[src/sv/alpe_pkg.sv]
// Shared types and constants for the addressable LED pulse encoder.
package alpe_pkg;

	localparam int DurWidth       = 15;
	localparam int ColorWidth     = 8;
	localparam int PulsesPerPixel = 3 * ColorWidth;
	localparam int PulseCntWidth  = $clog2(PulsesPerPixel);
	localparam int CfgIdxWidth    = 3;

	// Register map of the configuration port
	typedef enum logic [CfgIdxWidth-1:0] {
		REG_ZERO_HIGH = 3'd0,
		REG_ZERO_LOW  = 3'd1,
		REG_ONE_HIGH  = 3'd2,
		REG_ONE_LOW   = 3'd3,
		REG_RESET     = 3'd4
	} cfg_reg_t;

	localparam logic [DurWidth-1:0] ZeroHighRst = DurWidth'(7);
	localparam logic [DurWidth-1:0] ZeroLowRst  = DurWidth'(16);
	localparam logic [DurWidth-1:0] OneHighRst  = DurWidth'(14);
	localparam logic [DurWidth-1:0] OneLowRst   = DurWidth'(12);
	localparam logic [DurWidth-1:0] ResetRst    = DurWidth'(1000);

	// Timing configuration as seen by the pulse selector
	typedef struct packed {
		logic [DurWidth-1:0] zero_high;
		logic [DurWidth-1:0] zero_low;
		logic [DurWidth-1:0] one_high;
		logic [DurWidth-1:0] one_low;
		logic [DurWidth-1:0] reset_gap;
	} timing_cfg_t;

	// One pulse pair with its framing flags
	typedef struct packed {
		logic [DurWidth-1:0] high_ticks;
		logic [DurWidth-1:0] low_ticks;
		logic                end_of_pixel;
		logic                end_of_frame;
	} pulse_t;

endpackage

[src/sv/alpe_pulse_sel.sv]
// Pulse selector: maps one data bit and its position to a pulse pair.
module alpe_pulse_sel (
	input  logic                  data_bit,
	input  logic                  final_bit,
	input  logic                  last_pixel,
	input  alpe_pkg::timing_cfg_t cfg,
	output alpe_pkg::pulse_t      pulse
);

	logic [alpe_pkg::DurWidth-1:0] low_base;

	// Pick the bit timing
	assign low_base = data_bit ? cfg.one_low : cfg.zero_low;

	// Append the latch gap on the frame's final pulse; the add wraps at the field width
	always_comb begin
		pulse.high_ticks   = data_bit ? cfg.one_high : cfg.zero_high;
		pulse.low_ticks    = (final_bit && last_pixel) ? low_base + cfg.reset_gap : low_base;
		pulse.end_of_pixel = final_bit;
		pulse.end_of_frame = final_bit && last_pixel;
	end

endmodule

[src/sv/addressable_led_pulse_encoder_top.sv]
// Top level: one pixel in, 24 pulse pairs out, green-red-blue, MSB first.
// Latency: the first pulse of a pixel passes the pixel register and then the output register,
// and it leaves the pixel register only when the output register is free.
// Throughput: one pulse per cycle while out_stall is low, sustained across pixels; the pixel
// shift register sets the figure, and the next pixel loads as its 24th pulse leaves.
// Reset: arst_n clears all valid flags and returns the timing registers to
// their default values; no clearing pass is needed.
module addressable_led_pulse_encoder_top (
	input  logic                                 clk,
	input  logic                                 arst_n,
	// configuration write port
	input  logic                                 cfg_write_en,
	input  logic [alpe_pkg::CfgIdxWidth-1:0]     cfg_index,
	input  logic [alpe_pkg::DurWidth-1:0]        cfg_data,
	// pixel channel
	input  logic                                 in_valid,
	output logic                                 in_stall,
	input  logic [alpe_pkg::ColorWidth-1:0]      red,
	input  logic [alpe_pkg::ColorWidth-1:0]      green,
	input  logic [alpe_pkg::ColorWidth-1:0]      blue,
	input  logic                                 last_pixel,
	// pulse channel
	output logic                                 out_valid,
	input  logic                                 out_stall,
	output logic [alpe_pkg::DurWidth-1:0]        high_ticks,
	output logic [alpe_pkg::DurWidth-1:0]        low_ticks,
	output logic                                 end_of_pixel,
	output logic                                 end_of_frame
);

	alpe_pkg::timing_cfg_t cfg_q;

	logic [alpe_pkg::PulsesPerPixel-1:0] word_s1;
	logic                                last_s1;
	logic [alpe_pkg::PulseCntWidth-1:0]  cnt_s1;
	logic                                valid_s1;

	alpe_pkg::pulse_t pulse;
	alpe_pkg::pulse_t out_q;
	logic             out_valid_q;

	logic adv;
	logic final_bit;
	logic in_take;

	// Timing registers
	always_ff @(posedge clk or negedge arst_n) begin
		if (!arst_n) begin
			cfg_q.zero_high <= alpe_pkg::ZeroHighRst;
			cfg_q.zero_low  <= alpe_pkg::ZeroLowRst;
			cfg_q.one_high  <= alpe_pkg::OneHighRst;
			cfg_q.one_low   <= alpe_pkg::OneLowRst;
			cfg_q.reset_gap <= alpe_pkg::ResetRst;
		end else if (cfg_write_en) begin
			case (cfg_index)
				alpe_pkg::REG_ZERO_HIGH: cfg_q.zero_high <= cfg_data;
				alpe_pkg::REG_ZERO_LOW:  cfg_q.zero_low  <= cfg_data;
				alpe_pkg::REG_ONE_HIGH:  cfg_q.one_high  <= cfg_data;
				alpe_pkg::REG_ONE_LOW:   cfg_q.one_low   <= cfg_data;
				alpe_pkg::REG_RESET:     cfg_q.reset_gap <= cfg_data;
				default: ;
			endcase
		end
	end

	// Handshake: advance when a pixel is held and the output register is free
	assign final_bit = (cnt_s1 == alpe_pkg::PulseCntWidth'(alpe_pkg::PulsesPerPixel - 1));
	assign adv       = valid_s1 && (!out_valid_q || !out_stall);
	assign in_stall  = valid_s1 && !(adv && final_bit);
	assign in_take   = in_valid && !in_stall;

	// Pixel register: load, then shift one bit out per pulse
	always_ff @(posedge clk or negedge arst_n) begin
		if (!arst_n) begin
			valid_s1 <= 1'b0;
			cnt_s1   <= '0;
		end else if (in_take) begin
			valid_s1 <= 1'b1;
			cnt_s1   <= '0;
		end else if (adv) begin
			valid_s1 <= !final_bit;
			cnt_s1   <= cnt_s1 + alpe_pkg::PulseCntWidth'(1);
		end
	end

	always_ff @(posedge clk) begin
		if (in_take) begin
			word_s1 <= {green, red, blue};
			last_s1 <= last_pixel;
		end else if (adv) begin
			word_s1 <= {word_s1[alpe_pkg::PulsesPerPixel-2:0], 1'b0};
		end
	end

	alpe_pulse_sel u_pulse_sel (
		.data_bit   (word_s1[alpe_pkg::PulsesPerPixel-1]),
		.final_bit  (final_bit),
		.last_pixel (last_s1),
		.cfg        (cfg_q),
		.pulse      (pulse)
	);

	// Output register: hold while stalled, drop once the transaction completes
	always_ff @(posedge clk or negedge arst_n) begin
		if (!arst_n) begin
			out_valid_q <= 1'b0;
		end else if (adv) begin
			out_valid_q <= 1'b1;
		end else if (!out_stall) begin
			out_valid_q <= 1'b0;
		end
	end

	always_ff @(posedge clk) begin
		if (adv) begin
			out_q <= pulse;
		end
	end

	assign out_valid    = out_valid_q;
	assign high_ticks   = out_q.high_ticks;
	assign low_ticks    = out_q.low_ticks;
	assign end_of_pixel = out_q.end_of_pixel;
	assign end_of_frame = out_q.end_of_frame;

endmodule

[config.mk]
export PLATFORM = sky130hd
export DESIGN_NAME = addressable_led_pulse_encoder_top
export DESIGN_NICKNAME = d
export VERILOG_FILES = /design/src/sv/alpe_pkg.sv /design/src/sv/alpe_pulse_sel.sv /design/src/sv/addressable_led_pulse_encoder_top.sv
export SDC_FILE = /design/constraint.sdc
export NUM_CORES = 1
export LEC_CHECK = 0
export ABC_CLOCK_PERIOD_IN_PS = 4200
export BUFFER_PORTS_ARGS = -buffer_cell sky130_fd_sc_hd__buf_2
export CORE_MARGIN = 3
export CORE_UTILIZATION = 55
export DETAILED_ROUTE_END_ITERATION = 10
export PLACE_DENSITY = 0.76
export SYNTH_ARGS = -nofsm -noshare
export SYNTH_HDL_FRONTEND = slang
export SYNTH_HIERARCHICAL = 1
export SYNTH_SLANG_ARGS = --single-unit
[constraint.sdc]
create_clock -name clk -period 4.2 [get_ports clk]
set_input_delay 0.84 -clock clk [delete_from_list [all_inputs] [get_ports clk]]
set_output_delay 0.84 -clock clk [all_outputs]
set_load 0.005 [all_outputs]
==> metrics <==
asr flop ratio synth 59.0%; Mapped Area 0.00658 mm2; commonest non-fill, non-tap cells in the layout 109 x mux2_2, 80 x buf_2, 67 x dfrtp_1; total CTS buffers 17; Ys Warns 6; outcome complete, no violations; Fin. Hold Viols 0; Worst Tran Pin Value 1.02 ns; Worst R2R End low_ticks[11]$_DFFE_PP_; CTS tree built; register area share after synthesis 57.5%; setup repair bufs after CTS 0; IO buf count 81; max incr delay on CP 0.77 ns; first-pass GRT wire length 21.9 mm; Via density 5.80; Worst path slowest cell edfxtp_1; Rel. slew slack 32.2%; synthesis-to-layout area growth 17.1%; Critical Path Source word_s1[23]$_DFFE_PP_; crit end category flip-flop; nets@finish 612; Cell Chain, Critical Path mux2_2, ha_1, a211oi_2, o21bai_1, a2111oi_1, o31ai_1, xnor2_1, a21oi_1; Tot Pwr 0.00486 W; Distinct cells, synth 58; Placed Area 0.00712 mm2; Core Region 0.0116 mm2; leakage power 3.35 nW; Die Span X 115 um; Mapped Nets 523; clock buffer depth 2; min Tclk post-route 3.31 ns; design area 0.00770 mm2; clk_skew 0.00962 ns; worst-skew pair later-pin latency 0.42 ns; internal reg-to-reg setup slack 0.89 ns; crit share post-route 78.8%; wire per inst 19.1 um; number of synthesized flops with an enable pin 57; R2R cell count 8; Ant. Diodes 0; DR vias 4,081; FP Rows 39; most common cell after layout, fill and taps aside mux2_2; Clk pin slew, worst setup/hold paths 0.06 ns; cell count after synthesis 459; post-CTS sizing 0; Pre-Repair DR Iteration Count 4; Antenna Nets Post-Route 0; Cell Pwr Density 631 mW/mm2; Worst Hold Launch cfg_q[16]$_DFFE_PN0P_; max_cap viols 0; hold depth 1; worst path bufs/invs 0; antenna violations before repair 0; max-slew violations 0; largest cells by area after synthesis edfxtp_1 26%, dfrtp_1 25%, mux2_2 19%; vias in the first global route 4,189; die footprint 0.0133 mm2; post-route setup TNS 0 ns; unrepaired setup endpoints after global routing false; R2R Path Start word_s1[23]$_DFFE_PP_; Peak VDD IR 344 uV; share of the synthesized area in the top cell type 26.0%; CP Class reg2reg; DRT Wirelength 13.5 mm; GP Congestion 0.838; layout cell share with drive strength beyond 1 49.0%; prevailing post-synth register cell dfrtp_1; WHS Endpoint cfg_q[16]$_DFFE_PN0P_; Initial Utilization 56.9%; worst hold path type reg2reg; post-DP HPWL 9.01 mm; leading area contributor after synthesis edfxtp_1; GRT Util Overall 21.9%; grt ovf 0; hold_buf cts 0; family with the most delay on the worst path compound AO/OA/AOI/OAI gates; clock sink total 139; Synth Area per Inst 14.3 um2; Die Height 115 um; CP required 4.31 ns; setup violators final 0; Arrival @ worst endpoint 3.42 ns; Max Fclk 0.302 GHz; largest net degree at the start of global routing 83; DR iter-0 viols 203; Remaining DRCs 0; critical path startpoint category flip-flop; Root Buffer clkbuf_16; worst hold slack 0.501 ns; H-tree Lvls 4; register bit count reported by yosys 139; Crit Path Max Fanout 13; # IOs 82
[report_power, final]
| part | switching [W] | total, W | leakage [nW] | internal [W] |
|---|---|---|---|---|
| combinational | 0.000681 | 0.00137 | 1.55 | 0.000692 |
| clock | 0.000578 | 0.00147 | 0.284 | 0.000890 |
| sequential | 0.000186 | 0.00202 | 1.52 | 0.00184 |
| total | 0.00144 | 0.00486 | 3.35 | 0.00342 |
[how the worst max path moves through the flow]
stage / cells after the start / to / slack [ns]
after floorplan: 4 / cnt_s1[3]$_DFFE_PN0P_ / 0.11
after global placement: 10 / low_ticks[10]$_DFFE_PP_ / 1.02
after detailed placement: 8 / low_ticks[11]$_DFFE_PP_ / 0.99
after CTS: 8 / low_ticks[11]$_DFFE_PP_ / 0.93
after global routing: 10 / low_ticks[10]$_DFFE_PP_ / 0.61
final: 8 / low_ticks[11]$_DFFE_PP_ / 0.89
[sequential cells by signal, summed over array words and instances (netlist names)]
signal,flops
cfg_q,75
word_s1,24
high_ticks,15
low_ticks,15
cnt_s1,5
end_of_frame,1
end_of_pixel,1
last_s1,1
out_valid,1
valid_s1,1
[metal layers]
metal	global-route usage, %	routed length [um]	vias up
met1	29.3	6070	2055
met4	8.22	146	0
met5	0	0	-
met2	34.8	6610	110
li1	-	-	1901
met3	5.63	662	15
[cell usage after synthesis (4+ instances only)]
cell type	count
xor2_1	4
a21oi_1	21
buf_2	5
clkbuf_1	4
nand2_1	14
xnor2_1	5
dfstp_2	15
dfrtp_1	67
ha_1	15
a21o_1	8
mux2_2	109
mux2_4	19
nand3_1	7
o21ai_0	10
edfxtp_1	57
inv_1	9
buf_6	4
nor2_1	23
[through the flow]
stage	util, %	setup WS [ns]	std cells
detailed placement	61.6	0.993	672
CTS	66.6	0.925	704
finish	66.6	0.889	704
floorplan	-	0.106	459
global route	66.6	0.613	704
global placement	61.6	1.02	672
[worst reg2reg max path, delay by kind of cell (launching register included)]
family	cells	cell delay, ns
xor gates and xnor gates	1	0.17
adders and majority gates	1	0.31
DFF	1	0.77
muxes	1	0.44
AOI/OAI and AO/OA	5	1.32
[final cells by class]
| type | instances | area, um2 |
|---|---|---|
| sequential | 139 | 3780 |
| fill | 824 | 3860 |
| timing repair buffer | 88 | 460 |
| multi-input combinational | 293 | 2670 |
| clock inverter | 14 | 143 |
| clock buffer | 18 | 439 |
| tap | 143 | 179 |
| inverter | 9 | 33.8 |
[logic make-up (layout without fill, tap and decap cells)]
logic type                 count (synthesis)  count (layout)  synth area share (%)
DFF                                      139             139                  57.5
muxes                                    131             131                  23.5
and+or+nand+nor                           69              69                  5.36
AOI/OAI and AO/OA                         68              68                  7.13
buffers and inverters                     27             129                  2.21
adders and majority gates                 16              16                  3.16
xor gates and xnor gates                   9               9                  1.20
Power figures use the tool's default switching activity.
